$ cat src/sv/dtf_pkg.sv
// dtf_pkg: shared widths, character codes and number-format constants
// for the decimal text to float core; no dependencies
package dtf_pkg;

    localparam int CH_W      = 8;
    localparam int VALUE_W   = 32;
    localparam int MAX_CHARS = 16;
    localparam int EXP_CAP   = 400;
    localparam int CIDX_W    = $clog2(MAX_CHARS + 1);
    localparam int K_W       = $clog2(EXP_CAP + 1);
    localparam int EXP_W     = 13;

    localparam logic [CH_W-1:0] CH_NUL   = 8'h00;
    localparam logic [CH_W-1:0] CH_PLUS  = 8'h2B;
    localparam logic [CH_W-1:0] CH_MINUS = 8'h2D;
    localparam logic [CH_W-1:0] CH_DOT   = 8'h2E;
    localparam logic [CH_W-1:0] CH_ZERO  = 8'h30;
    localparam logic [CH_W-1:0] CH_NINE  = 8'h39;
    localparam logic [CH_W-1:0] CH_UE    = 8'h45;
    localparam logic [CH_W-1:0] CH_LE    = 8'h65;

    // double mantissas with hidden bit at 52, exponent of that bit
    localparam logic [52:0] ONE_MANT = 53'd1 << 52;
    localparam logic [52:0] E8_MANT  = 53'd100000000 << 26;
    localparam logic [52:0] TEN_MANT = 53'd10 << 49;
    localparam logic signed [EXP_W-1:0] E8_EXP  = 13'sd26;
    localparam logic signed [EXP_W-1:0] TEN_EXP = 13'sd3;

    localparam logic signed [EXP_W-1:0] E_DBL_OVF = 13'sd1024;
    localparam logic signed [EXP_W-1:0] E_F_MAX   = 13'sd127;
    localparam logic signed [EXP_W-1:0] E_F_MIN   = -13'sd126;
    localparam logic signed [EXP_W-1:0] E_F_ZERO  = -13'sd152;
    localparam logic signed [EXP_W-1:0] E_F_BIAS1 = 13'sd126;

    localparam logic [VALUE_W-1:0] F_NAN = 32'h7FC00000;
    localparam logic [VALUE_W-1:0] F_INF = 32'h7F800000;

endpackage

$ cat src/sv/dtf_char_if.sv
// dtf_char_if: input character channel, valid/ready with one character a beat
// depends on dtf_pkg
interface dtf_char_if;
    import dtf_pkg::*;

    logic            valid;
    logic            ready;
    logic [CH_W-1:0] ch;
    logic            last;

    modport source (output valid, output ch, output last, input ready);
    modport sink   (input valid, input ch, input last, output ready);
endinterface

$ cat src/sv/dtf_result_if.sv
// dtf_result_if: result channel, valid/ready with float bits and mark flag
// depends on dtf_pkg
interface dtf_result_if;
    import dtf_pkg::*;

    logic               valid;
    logic               ready;
    logic [VALUE_W-1:0] value_bits;
    logic               is_float;

    modport source (output valid, output value_bits, output is_float, input ready);
    modport sink   (input valid, input value_bits, input is_float, output ready);
endinterface

$ cat src/sv/decimal_text_to_float_core.sv
// decimal_text_to_float_core: a non-last character beat only updates the parse
// state; a last beat starts a conversion by one shared normalize/round unit, a
// radix-256 multiplier and a one-bit divider in a sequencer that scales by 1e8
// and 10 steps; ready is low meanwhile
// i_rst_n is synchronous active low and clears parse state and the output beat
// depends on dtf_pkg, dtf_char_if, dtf_result_if
module decimal_text_to_float_core (
    input  logic                i_clk,
    input  logic                i_rst_n,
    dtf_char_if.sink            i_char,
    dtf_result_if.source        o_result
);
    import dtf_pkg::*;

    typedef enum logic [2:0] {
        PH_SIGN, PH_INT, PH_FRAC, PH_ESIGN, PH_EDIG, PH_DONE
    } t_phase;

    typedef enum logic [4:0] {
        S_IDLE, S_CVT_INT, S_CVT_FRAC, S_CVT_DIV, S_QUOT, S_DIV_RUN, S_ADD,
        S_ALIGN, S_SUM, S_SCALE_INIT, S_SCALE_STEP, S_MUL_RUN, S_FINAL, S_F32,
        S_F32_SHIFT, S_PACK, S_NORM, S_ROUND, S_OUT
    } t_state;

    typedef enum logic [1:0] {D_A, D_B, D_S} t_dst;

    function automatic logic [31:0] acc10(input logic [31:0] x, input logic [3:0] d);
        acc10 = {x[28:0], 3'b0} + {x[30:0], 1'b0} + {28'b0, d};
    endfunction

    // parse state
    t_phase              r_phase, n_phase, p_ph;
    logic [31:0]         r_int, n_int, r_frac, n_frac, r_div, n_div, r_exp, n_exp;
    logic                r_vneg, n_vneg, r_eneg, n_eneg, r_fmark, n_fmark;
    logic                r_nul, n_nul, p_hit;
    logic [CIDX_W-1:0]   r_cidx, n_cidx;
    logic                c_dig, c_sign, c_minus, c_dot, c_e;
    logic [3:0]          c_d;

    // sequencer and arithmetic
    t_state                    r_state, r_ret;
    t_dst                      r_dst;
    logic [65:0]               r_m;
    logic signed [EXP_W-1:0]   r_e, r_tgt, r_ope;
    logic                      r_st, r_big_a;
    logic [52:0]               r_am, r_bm, r_sm;
    logic signed [EXP_W-1:0]   r_ae, r_be, r_se;
    logic                      r_az, r_sinf;
    logic [K_W-1:0]            r_k;
    logic [52:0]               r_mpa;
    logic [55:0]               r_mpb, r_plo;
    logic [53:0]               r_acc;
    logic [2:0]                r_mcnt;
    logic [53:0]               r_rem;
    logic [52:0]               r_dvs;
    logic [54:0]               r_q;
    logic [5:0]                r_dcnt;
    logic [VALUE_W-1:0]        r_res, r_obits;
    logic                      r_ovalid, r_ofloat;

    logic [60:0]               mul_pp;
    logic [61:0]               mul_sum;
    logic [105:0]              prod;
    logic                      div_ge;
    logic [53:0]               div_sub;
    logic [52:0]               rnd_mant;
    logic                      rnd_up;
    logic [53:0]               rnd_sum;
    logic [23:0]               f_mant;
    logic                      f_up;
    logic signed [EXP_W-1:0]   f_ef;
    logic [VALUE_W-1:0]        f_bits;
    logic [K_W-1:0]            k_init;

    assign i_char.ready        = (r_state == S_IDLE);
    assign o_result.valid      = r_ovalid;
    assign o_result.value_bits = r_obits;
    assign o_result.is_float   = r_ofloat;

    assign c_dig   = (i_char.ch >= CH_ZERO) && (i_char.ch <= CH_NINE);
    assign c_d     = c_dig ? 4'(i_char.ch - CH_ZERO) : 4'd0;
    assign c_minus = (i_char.ch == CH_MINUS);
    assign c_sign  = (i_char.ch == CH_PLUS) || c_minus;
    assign c_dot   = (i_char.ch == CH_DOT);
    assign c_e     = (i_char.ch == CH_LE) || (i_char.ch == CH_UE);

    always_comb begin
        n_phase = r_phase;
        n_int   = r_int;
        n_frac  = r_frac;
        n_div   = r_div;
        n_exp   = r_exp;
        n_vneg  = r_vneg;
        n_eneg  = r_eneg;
        n_fmark = r_fmark;
        n_nul   = r_nul;
        n_cidx  = r_cidx;
        p_ph    = r_phase;
        p_hit   = 1'b0;
        if (r_cidx < CIDX_W'(MAX_CHARS)) begin
            n_cidx = r_cidx + 1'b1;
            if (!r_nul) begin
                if (i_char.ch == CH_NUL) begin
                    n_nul   = 1'b1;
                    n_phase = PH_DONE;
                end else begin
                    if (c_dot || c_e) begin
                        n_fmark = 1'b1;
                    end
                    if (p_ph == PH_SIGN) begin
                        p_ph = PH_INT;
                        if (c_sign) begin
                            n_vneg = c_minus;
                            p_hit  = 1'b1;
                        end
                    end
                    if (!p_hit && p_ph == PH_INT) begin
                        p_hit = 1'b1;
                        if (c_dig) begin
                            n_int = acc10(r_int, c_d);
                        end else if (c_dot) begin
                            p_ph = PH_FRAC;
                        end else if (c_e) begin
                            p_ph = PH_ESIGN;
                        end else begin
                            p_ph = PH_DONE;
                        end
                    end
                    if (!p_hit && p_ph == PH_FRAC) begin
                        p_hit = 1'b1;
                        if (c_dig) begin
                            n_frac = acc10(r_frac, c_d);
                            n_div  = acc10(r_div, 4'd0);
                        end else if (c_e) begin
                            p_ph = PH_ESIGN;
                        end else begin
                            p_ph = PH_DONE;
                        end
                    end
                    if (!p_hit && p_ph == PH_ESIGN) begin
                        p_ph = PH_EDIG;
                        if (c_sign) begin
                            n_eneg = c_minus;
                            p_hit  = 1'b1;
                        end
                    end
                    if (!p_hit && p_ph == PH_EDIG) begin
                        p_hit = 1'b1;
                        if (c_dig) begin
                            n_exp = acc10(r_exp, c_d);
                        end else begin
                            p_ph = PH_DONE;
                        end
                    end
                    if (!p_hit) begin
                        p_ph = PH_DONE;
                    end
                    n_phase = p_ph;
                end
            end
        end
    end

    // shared datapath pieces
    assign mul_pp   = r_mpa * r_mpb[7:0];
    assign mul_sum  = {8'b0, r_acc} + {1'b0, mul_pp};
    assign prod     = {r_acc[49:0], r_plo};
    assign div_ge   = r_rem >= {1'b0, r_dvs};
    assign div_sub  = div_ge ? (r_rem - {1'b0, r_dvs}) : r_rem;
    assign rnd_mant = r_m[64:12];
    assign rnd_up   = r_m[11] & ((|r_m[10:0]) | r_st | rnd_mant[0]);
    assign rnd_sum  = {1'b0, rnd_mant} + {53'b0, rnd_up};
    assign f_mant   = r_m[64:41];
    assign f_up     = r_m[40] & ((|r_m[39:0]) | r_st | f_mant[0]);
    assign f_ef     = r_e + E_F_BIAS1;
    assign f_bits   = {1'b0, f_ef[7:0], 23'b0} + {8'b0, f_mant} + {31'b0, f_up};
    assign k_init   = (r_exp > 32'(EXP_CAP)) ? K_W'(EXP_CAP) : r_exp[K_W-1:0];

    always_ff @(posedge i_clk) begin
        if (!i_rst_n) begin
            r_state  <= S_IDLE;
            r_ovalid <= 1'b0;
            r_phase  <= PH_SIGN;
            r_int    <= '0;
            r_frac   <= '0;
            r_div    <= 32'd1;
            r_exp    <= '0;
            r_vneg   <= 1'b0;
            r_eneg   <= 1'b0;
            r_fmark  <= 1'b0;
            r_nul    <= 1'b0;
            r_cidx   <= '0;
        end else begin
            if (r_ovalid && o_result.ready && r_state != S_OUT) begin
                r_ovalid <= 1'b0;
            end
            unique case (r_state)
                S_IDLE: begin
                    if (i_char.valid) begin
                        r_phase <= n_phase;
                        r_int   <= n_int;
                        r_frac  <= n_frac;
                        r_div   <= n_div;
                        r_exp   <= n_exp;
                        r_vneg  <= n_vneg;
                        r_eneg  <= n_eneg;
                        r_fmark <= n_fmark;
                        r_nul   <= n_nul;
                        r_cidx  <= n_cidx;
                        if (i_char.last) begin
                            r_state <= S_CVT_INT;
                        end
                    end
                end
                S_CVT_INT: begin
                    if (r_int == 32'd0) begin
                        r_az    <= 1'b1;
                        r_state <= S_CVT_FRAC;
                    end else begin
                        r_az    <= 1'b0;
                        r_m     <= {1'b0, r_int, 33'b0};
                        r_e     <= 13'sd31;
                        r_st    <= 1'b0;
                        r_dst   <= D_A;
                        r_ret   <= S_CVT_FRAC;
                        r_state <= S_NORM;
                    end
                end
                S_CVT_FRAC: begin
                    if (r_div == 32'd0 || r_frac == 32'd0) begin
                        r_state <= S_SCALE_INIT;
                    end else begin
                        r_m     <= {1'b0, r_frac, 33'b0};
                        r_e     <= 13'sd31;
                        r_st    <= 1'b0;
                        r_dst   <= D_B;
                        r_ret   <= S_CVT_DIV;
                        r_state <= S_NORM;
                    end
                end
                S_CVT_DIV: begin
                    r_m     <= {1'b0, r_div, 33'b0};
                    r_e     <= 13'sd31;
                    r_st    <= 1'b0;
                    r_dst   <= D_S;
                    r_ret   <= S_QUOT;
                    r_state <= S_NORM;
                end
                S_QUOT: begin
                    r_rem   <= {1'b0, r_bm};
                    r_dvs   <= r_sm;
                    r_dcnt  <= '0;
                    r_ope   <= r_be - r_se;
                    r_dst   <= D_B;
                    r_ret   <= S_ADD;
                    r_state <= S_DIV_RUN;
                end
                S_DIV_RUN: begin
                    if (r_dcnt == 6'd55) begin
                        r_m     <= {1'b0, r_q, 10'b0};
                        r_e     <= r_ope;
                        r_st    <= (r_rem != '0);
                        r_state <= S_NORM;
                    end else begin
                        r_rem  <= {div_sub[52:0], 1'b0};
                        r_q    <= {r_q[53:0], div_ge};
                        r_dcnt <= r_dcnt + 1'b1;
                    end
                end
                S_ADD: begin
                    if (r_az) begin
                        r_am    <= r_bm;
                        r_ae    <= r_be;
                        r_az    <= 1'b0;
                        r_state <= S_SCALE_INIT;
                    end else if (r_ae >= r_be) begin
                        r_m     <= {1'b0, r_bm, 12'b0};
                        r_e     <= r_be;
                        r_tgt   <= r_ae;
                        r_big_a <= 1'b1;
                        r_st    <= 1'b0;
                        r_state <= S_ALIGN;
                    end else begin
                        r_m     <= {1'b0, r_am, 12'b0};
                        r_e     <= r_ae;
                        r_tgt   <= r_be;
                        r_big_a <= 1'b0;
                        r_st    <= 1'b0;
                        r_state <= S_ALIGN;
                    end
                end
                S_ALIGN: begin
                    if (r_e == r_tgt) begin
                        r_state <= S_SUM;
                    end else begin
                        r_st <= r_st | r_m[0];
                        r_m  <= r_m >> 1;
                        r_e  <= r_e + 13'sd1;
                    end
                end
                S_SUM: begin
                    r_m     <= r_m + {1'b0, (r_big_a ? r_am : r_bm), 12'b0};
                    r_dst   <= D_A;
                    r_ret   <= S_SCALE_INIT;
                    r_state <= S_NORM;
                end
                S_SCALE_INIT: begin
                    r_sm    <= ONE_MANT;
                    r_se    <= '0;
                    r_sinf  <= 1'b0;
                    r_k     <= k_init;
                    r_state <= S_SCALE_STEP;
                end
                S_SCALE_STEP: begin
                    if (r_se >= E_DBL_OVF) begin
                        r_sinf  <= 1'b1;
                        r_state <= S_FINAL;
                    end else if (r_k == '0) begin
                        r_state <= S_FINAL;
                    end else begin
                        r_mpa  <= r_sm;
                        r_acc  <= '0;
                        r_plo  <= '0;
                        r_mcnt <= '0;
                        r_dst  <= D_S;
                        r_ret  <= S_SCALE_STEP;
                        if (r_k >= K_W'(8)) begin
                            r_mpb <= {3'b0, E8_MANT};
                            r_ope <= r_se + E8_EXP;
                            r_k   <= r_k - K_W'(8);
                        end else begin
                            r_mpb <= {3'b0, TEN_MANT};
                            r_ope <= r_se + TEN_EXP;
                            r_k   <= r_k - K_W'(1);
                        end
                        r_state <= S_MUL_RUN;
                    end
                end
                S_MUL_RUN: begin
                    if (r_mcnt == 3'd7) begin
                        r_m     <= prod[105:40];
                        r_st    <= |prod[39:0];
                        r_e     <= r_ope;
                        r_state <= S_NORM;
                    end else begin
                        r_acc  <= mul_sum[61:8];
                        r_plo  <= {mul_sum[7:0], r_plo[55:8]};
                        r_mpb  <= r_mpb >> 8;
                        r_mcnt <= r_mcnt + 1'b1;
                    end
                end
                S_FINAL: begin
                    if (r_az) begin
                        r_res   <= (!r_eneg && r_sinf) ? F_NAN : {r_vneg, 31'b0};
                        r_state <= S_OUT;
                    end else if (r_sinf) begin
                        r_res   <= r_eneg ? {r_vneg, 31'b0} : (F_INF | {r_vneg, 31'b0});
                        r_state <= S_OUT;
                    end else if (r_eneg) begin
                        r_rem   <= {1'b0, r_am};
                        r_dvs   <= r_sm;
                        r_dcnt  <= '0;
                        r_ope   <= r_ae - r_se;
                        r_dst   <= D_A;
                        r_ret   <= S_F32;
                        r_state <= S_DIV_RUN;
                    end else begin
                        r_mpa   <= r_am;
                        r_mpb   <= {3'b0, r_sm};
                        r_acc   <= '0;
                        r_plo   <= '0;
                        r_mcnt  <= '0;
                        r_ope   <= r_ae + r_se;
                        r_dst   <= D_A;
                        r_ret   <= S_F32;
                        r_state <= S_MUL_RUN;
                    end
                end
                S_F32: begin
                    if (r_ae > E_F_MAX) begin
                        r_res   <= F_INF | {r_vneg, 31'b0};
                        r_state <= S_OUT;
                    end else if (r_ae < E_F_ZERO) begin
                        r_res   <= {r_vneg, 31'b0};
                        r_state <= S_OUT;
                    end else begin
                        r_m     <= {1'b0, r_am, 12'b0};
                        r_e     <= r_ae;
                        r_st    <= 1'b0;
                        r_state <= S_F32_SHIFT;
                    end
                end
                S_F32_SHIFT: begin
                    if (r_e < E_F_MIN) begin
                        r_st <= r_st | r_m[0];
                        r_m  <= r_m >> 1;
                        r_e  <= r_e + 13'sd1;
                    end else begin
                        r_state <= S_PACK;
                    end
                end
                S_PACK: begin
                    r_res   <= f_bits | {r_vneg, 31'b0};
                    r_state <= S_OUT;
                end
                S_NORM: begin
                    if (r_m[65]) begin
                        r_st <= r_st | r_m[0];
                        r_m  <= r_m >> 1;
                        r_e  <= r_e + 13'sd1;
                    end else if (!r_m[64]) begin
                        r_m <= r_m << 1;
                        r_e <= r_e - 13'sd1;
                    end else begin
                        r_state <= S_ROUND;
                    end
                end
                S_ROUND: begin
                    unique case (r_dst)
                        D_A: begin
                            r_am <= rnd_sum[53] ? rnd_sum[53:1] : rnd_sum[52:0];
                            r_ae <= rnd_sum[53] ? r_e + 13'sd1 : r_e;
                        end
                        D_B: begin
                            r_bm <= rnd_sum[53] ? rnd_sum[53:1] : rnd_sum[52:0];
                            r_be <= rnd_sum[53] ? r_e + 13'sd1 : r_e;
                        end
                        D_S: begin
                            r_sm <= rnd_sum[53] ? rnd_sum[53:1] : rnd_sum[52:0];
                            r_se <= rnd_sum[53] ? r_e + 13'sd1 : r_e;
                        end
                        default: begin
                            r_am <= r_am;
                        end
                    endcase
                    r_state <= r_ret;
                end
                S_OUT: begin
                    if (!r_ovalid || o_result.ready) begin
                        r_obits  <= r_res;
                        r_ofloat <= r_fmark;
                        r_ovalid <= 1'b1;
                        r_phase  <= PH_SIGN;
                        r_int    <= '0;
                        r_frac   <= '0;
                        r_div    <= 32'd1;
                        r_exp    <= '0;
                        r_vneg   <= 1'b0;
                        r_eneg   <= 1'b0;
                        r_fmark  <= 1'b0;
                        r_nul    <= 1'b0;
                        r_cidx   <= '0;
                        r_state  <= S_IDLE;
                    end
                end
                default: begin
                    r_state <= S_IDLE;
                end
            endcase
        end
    end

endmodule
$ cat src/flat_wrapper.sv
// flat-port wrapper written by rule: the top's interface ports become plain ports
module decimal_text_to_float_core_flat import dtf_pkg::*;
  (i_clk, i_rst_n, i_char_valid, i_char_ch, i_char_last, i_char_ready, o_result_valid, o_result_value_bits, o_result_is_float, o_result_ready);
  dtf_char_if i_char_i ();
  dtf_result_if o_result_i ();
  input  logic i_clk;
  input  logic i_rst_n;
  input wire logic [$bits(i_char_i.valid)-1:0] i_char_valid;
  input wire logic [$bits(i_char_i.ch)-1:0] i_char_ch;
  input wire logic [$bits(i_char_i.last)-1:0] i_char_last;
  output wire logic [$bits(i_char_i.ready)-1:0] i_char_ready;
  output wire logic [$bits(o_result_i.valid)-1:0] o_result_valid;
  output wire logic [$bits(o_result_i.value_bits)-1:0] o_result_value_bits;
  output wire logic [$bits(o_result_i.is_float)-1:0] o_result_is_float;
  input wire logic [$bits(o_result_i.ready)-1:0] o_result_ready;
  assign i_char_i.valid = i_char_valid;
  assign i_char_i.ch = i_char_ch;
  assign i_char_i.last = i_char_last;
  assign i_char_ready = i_char_i.ready;
  assign o_result_valid = o_result_i.valid;
  assign o_result_value_bits = o_result_i.value_bits;
  assign o_result_is_float = o_result_i.is_float;
  assign o_result_i.ready = o_result_ready;
  decimal_text_to_float_core u_core (.i_clk(i_clk), .i_rst_n(i_rst_n), .i_char(i_char_i), .o_result(o_result_i));
endmodule
$ cat config.mk
export PLATFORM = sky130hd
export DESIGN_NAME = decimal_text_to_float_core_flat
export DESIGN_NICKNAME = d
export VERILOG_FILES = /design/src/sv/dtf_pkg.sv /design/src/sv/dtf_char_if.sv /design/src/sv/dtf_result_if.sv /design/src/sv/decimal_text_to_float_core.sv /design/src/flat_wrapper.sv
export SDC_FILE = /design/constraint.sdc
export NUM_CORES = 2
export LEC_CHECK = 0
export ABC_AREA = 1
export BUFFER_PORTS_ARGS = -buffer_cell sky130_fd_sc_hd__buf_2
export CELL_PAD_IN_SITES_DETAIL_PLACEMENT = 1
export CELL_PAD_IN_SITES_GLOBAL_PLACEMENT = 2
export CORE_MARGIN = 3
export CORE_UTILIZATION = 42
export DETAILED_ROUTE_END_ITERATION = 10
export PLACE_DENSITY = 0.95
export SETUP_SLACK_MARGIN = 0.4
export SLEW_MARGIN = 10
export SYNTH_ARGS = -nofsm -noshare
export SYNTH_HDL_FRONTEND = slang
export SYNTH_SLANG_ARGS = --single-unit
$ cat constraint.sdc
create_clock -name i_clk -period 20.4 [get_ports i_clk]
set_input_delay 1.02 -clock i_clk [delete_from_list [all_inputs] [get_ports i_clk]]
set_output_delay 1.02 -clock i_clk [all_outputs]
set_load 0.05 [all_outputs]
# Word level (Yosys, flattened, before mapping)
# Index checks and enable logic that the tools add are counted.
# word_totals
inputBits	13
ff_bits	924
elab_cells	514
# op_classes
eq_ne	76
n_mul	1
bitwise_logic	10
order_cmp	11
n_mux	272
add_sub_neg	27
n_reduce_logical	75
# ops
cell	n
2-to-1 mux 32 bit	31
2-to-1 mux 53 bit	14
one-hot mux 66 bit (11 select lines)	1
2-to-1 mux 56 bit	12
2-to-1 mux 66 bit	10
2-to-1 mux 54 bit	10
one-hot mux 53 bit (2 select lines)	4
one-hot mux 56 bit (3 select lines)	2
one-hot mux 54 bit (3 select lines)	2
2-to-1 mux 13 bit	23
one-hot mux 32 bit (2 select lines)	4
2-to-1 mux 65 bit	2
one-hot mux 13 bit (10 select lines)	1
adder 32 bit	4
2-to-1 mux 5 bit	24
2-to-1 mux 3 bit	35
adder 32 x 4 -> 32 bit	3
zero test 32 bit	3
one-hot mux 32 bit (3 select lines)	1
one-hot mux 5 bit (18 select lines)	1
OR reduction 40 bit	2
adder 66 x 65 -> 66 bit	1
adder 54 x 61 -> 62 bit	1
multiplier 53 x 8 -> 61 bit	1
95 further kinds	280

# Longest topological paths before layout
# logic_depth
depth_word	37
depth_mapped	26

# Worst setup path before layout
# OpenSTA, ideal clock, no wires.
# synth_path
path_kind	in2reg
startpoint	input port i_rst_n
endpoint	register u_core.r_acc[0] (enable)
path_slack_ps	6763
arrival_time_ps	12741
path_buffers	1
path_stages	5
path_cell_list	clkbuf_1 -> clkinv_1 -> nor2_1 -> nand2_1 -> nor3_1
# synth_between
elab_chain_len	1
# synth_rtl
item	line_no	rtl
start: declaration	flat_wrapper.sv:7	input logic i_rst_n;
AND reduction 8 bit (no line)	-	
end signal: assignment	decimal_text_to_float_core.sv:346	r_acc <= mul_sum[61:8];
end: declaration	decimal_text_to_float_core.sv:52	logic [53:0] r_acc;
# Every way passes these cells.
# A chain may end at the register's enable or synchronous reset.

# Worst setup path after layout
# layout_path
startpoint	register u_core.r_mpb[6]
endpoint	register u_core.r_acc[27], data pin
# layout_between
elab_chain_len	4
# layout_rtl
item	line_no	rtl
start: declaration	decimal_text_to_float_core.sv:51	logic [55:0] r_mpb, r_plo;
start signal: assignment	decimal_text_to_float_core.sv:328	r_mpb <= {3'b0, E8_MANT};
start signal: assignment	decimal_text_to_float_core.sv:332	r_mpb <= {3'b0, TEN_MANT};
start signal: assignment	decimal_text_to_float_core.sv:348	r_mpb <= r_mpb >> 8;
multiplier 53 x 8 -> 61 bit	decimal_text_to_float_core.sv:165	assign mul_pp = r_mpa * r_mpb[7:0];
adder 54 x 61 -> 62 bit	decimal_text_to_float_core.sv:166	assign mul_sum = {8'b0, r_acc} + {1'b0, mul_pp};
2-to-1 mux 54 bit	decimal_text_to_float_core.sv:340	if (r_mcnt == 3'd7) begin
one-hot mux 54 bit (3 select lines)	decimal_text_to_float_core.sv:197	unique case (r_state)
# Every way passes these cells. The select of a mux whose other input is x is not followed.

==> results.toml <==
[yosys]
syn_nets = 11366
syn_area_mm2 = 0.0785
syn_avg_cell_area_um2 = 7.46
synthArstFlopShare_pct = 0
ys_ff_latch = 920
synthSimpleGateAreaFrac_pct = 23.6
ys_seq_area_share_pct = 33.3
synth_top_area_share_pct = 29.6
synthXorXnorAreaFrac_pct = 1.64
synth_top_family_by_area = "simple AND/OR/NAND/NOR gates"
yosysWarnings = 0
netlist_instances = 10532
yosysTopAreaCell = "edfxtp_1"
synth_edf_count = 774
synth_fa_ha_area_share_pct = 16.6
synth-compound-area-share_pct = 13.8
muxShareOfSynthArea_pct = 0
synth_flop_cell = "edfxtp_1"
synth_cell_types = 65
synth_area_leaders = "edfxtp_1 (30%), nand2_1 (11%), fa_1 (9.5%), inv_1 (9.1%), ha_1 (7.2%)"

[global_route]
grt_pass1_wl_um = 511000
antenna_found_initial = 14
grt_max_degree = 130
grt_pass1_vias = 77828
grt_use_total_pct = 35.5
grt_overflow = 0

[drt]
dr.pass1.iters = 8
drc = 0
antenna_left = 0
drt_wl_total_um = 347000
via_count = 75895
initialDrtViolationCount = 7625
viasPerCell = 5.83
wl_per_cell_um = 26.7

[power_and_ir_drop]
swShare_pct = 34.2
p_total_uw = 5420
p_leak_uw = 0.0399
p_int_uw = 3570
vdd_ir_drop_max_mv = 0.0871
clkPwrFrac_pct = 39.0
power_switching_uw = 1850
power_density_mw_per_mm2 = 63.7
combPwrFrac_pct = 19.9
seq_power_share_pct = 41.2

[place]
portBuffers = 47
place_hpwl_um = 280000
gp_congestion = 1.07
post_dp_cell_area_mm2 = 0.0812

[clocking]
clockRootBuffer = "clkbuf_16"
clkTransAtPathRegs_ns = 0.08
cts_tree = "done"
cts_buffers = 112
cts_resized = 0
clock-sinks = 920
clock_latency_ns = 0.79
clk_path_buf_depth = 3
post_cts_buffers = 0
cts_hold_buf = 0
h-tree-depth = 3

[cells_and_area]
final_area_mm2 = 0.0850
area_delta_synth_final_pct = 8.26
seqCellArea_mm2 = 0.0262
layout.nets = 11266
multi_input_area_mm2 = 0.0439
fillers = 23096
drive_gt1_share_pct = 4.11

[timing]
max_slew_margin_pct = 7.39
fmax_ghz = 0.161
fin_crit_sh_pct = 30.5
rsz0062_at_grt = "false"
fin_skew_ns = 0.0406
fin_tns_setup_ns = 0
setup_viol = 0
worstMarginPinSlew_ns = 1.38
slew_violations = 0
hold_viol = 0
finalCriticalPeriod_ns = 6.22

[setup_path]
critPathSlowestCell = "buf_4"
required_ns = 20.89
cp-startpoint = "u_core.r_mpb[6]"
rrSetupSlack_ns = 14.18
critPathMaxFanout = 47
rr_worst_depth = 17
path_cells = "buf_4, nand2_1, inv_1, fa_1, fa_1, fa_1, inv_1, fa_1, inv_1, ha_1, a21oi_1, o21ai_0, a21oi_1, o21ai_0, a21oi_1, o21ai_0, a21oi_1"
max_stage_delay_ns = 0.57
worstSetupPathType = "flop to flop"
reg2reg_to = "u_core.r_acc[27]"
start_kind = "flop"
crit_path_end_kind = "flop"
timing.rr.start = "u_core.r_mpb[6]"
arrival_ns = 6.72
cp-endpoint = "u_core.r_acc[27]"

[worst_hold_path]
hold_depth = 0
hold_class = "flop to flop"

[die]
num_rows = 158
ioPinCount = 48
die_w_um = 438
dieArea_mm2 = 0.192
die_y_um = 438
coreArea_mm2 = 0.186
start_util_pct = 42.3

[status]
status = "finished, final reports clean"

[flow_run]
maxCapViolCount = 0
worst max-delay path, delay by kind of cell (launching register included):
kind,cells,cell delay (ns)
buf+inv,4,0.83
flops,1,0.52
compound gates,7,1.99
simple gates,1,0.13
fa+ha+maj,5,2.43
worst min path at each step:
| stage | from | end | slack [ns] |
|---|---|---|---|
| after CTS | u_core.r_res[25] | u_core.o_result.value_bits[25] | 0.40 |
| after floorplan | u_core.r_res[0] | u_core.o_result.value_bits[0] | 0.40 |
| final | u_core.r_res[25] | u_core.o_result.value_bits[25] | 0.41 |
| after global placement | u_core.r_res[7] | u_core.o_result.value_bits[7] | 0.40 |
| after global routing | u_core.r_res[25] | u_core.o_result.value_bits[25] | 0.40 |
| after detailed placement | u_core.r_res[1] | u_core.o_result.value_bits[1] | 0.41 |
cells in the mapped netlist (all sizes together) (69+ instances only):
library cell / number
nor3: 164
xor2: 90
nand2: 2332
o21ai: 795
dfxtp: 146
o21bai: 76
nor2: 1015
inv: 1919
nor4: 69
a21oi: 781
ha: 450
clkbuf: 257
or2: 70
edfxtp: 774
buf: 80
nand4: 192
fa: 371
nand3: 543
power by group through the flow:
stage / clock network [uW] / logic [uW] / registers [uW]
global placement: 0 / 1020 / 2260
floorplan: 0 / 698 / 2200
global route: 2200 / 1180 / 2230
CTS: 2130 / 1060 / 2220
finish: 2110 / 1080 / 2230
detailed placement: 0 / 1050 / 2260
sequential cells by signal (all words and copies together) (netlist names), 53 cells and up:
| register | flops |
|---|---|
| u_core.r_dvs | 53 |
| u_core.r_bm | 53 |
| u_core.r_am | 53 |
| u_core.r_acc | 54 |
| u_core.r_mpa | 53 |
| u_core.r_sm | 53 |
| u_core.r_plo | 56 |
| u_core.r_mpb | 53 |
| u_core.r_m | 66 |
| u_core.r_rem | 54 |
| u_core.r_q | 55 |
cells in the final DEF (no fill, tap or decap), types with 152 or more instances in the layout:
cell      Yosys  layout
fa_1        371     371
o21ai_0     787     786
nand3_1     540     540
edfxtp_1    774     774
ha_1        450     450
nand4_1     192     192
nor3_1      159     152
nor2_1     1004     996
inv_1      1910    1906
a21oi_1     780     778
nand2_1    2329    2328
cells by family (layout without fill, tap and decap cells):
group,after synthesis,after routing
AOI/OAI and AO/OA,1956,1956
xor gates and xnor gates,147,147
adders and majority gates,821,821
buffers and inverters,2268,2268
DFF,920,920
other,0,9
and+or+nand+nor,4420,4420
layer usage:
layer | GRT usage (%) | wire length, um
met2 | 56.2 | 155000
met1 | 45.3 | 140000
met3 | 6.45 | 27200
met5 | 0 | 77
met4 | 20.8 | 24400
final cells by class:
type / instances / area share, %
inverters: 1931 / 8.53
well taps: 2480 / 3.65
diodes: 9 / 0.0265
multi-input cells: 7344 / 51.6
clock buffers: 127 / 3.45
flip-flops and latches: 920 / 30.8
clock inverters: 87 / 1.00
repair buffers: 123 / 0.963
through the flow:
step	setup WS (ns)	hold WS [ns]	utilization, %	instances
6_report	14.18	0.406	45.8	13021
5_1_grt	13.78	0.401	45.8	13012
4_1_cts	14.27	0.396	45.8	13012
3_5_place_dp	14.33	0.405	43.7	12798
3_3_place_gp	14.40	0.402	43.7	12798
2_1_floorplan	6.76	0.400	-	10532
Power figures use the tool's default switching activity.
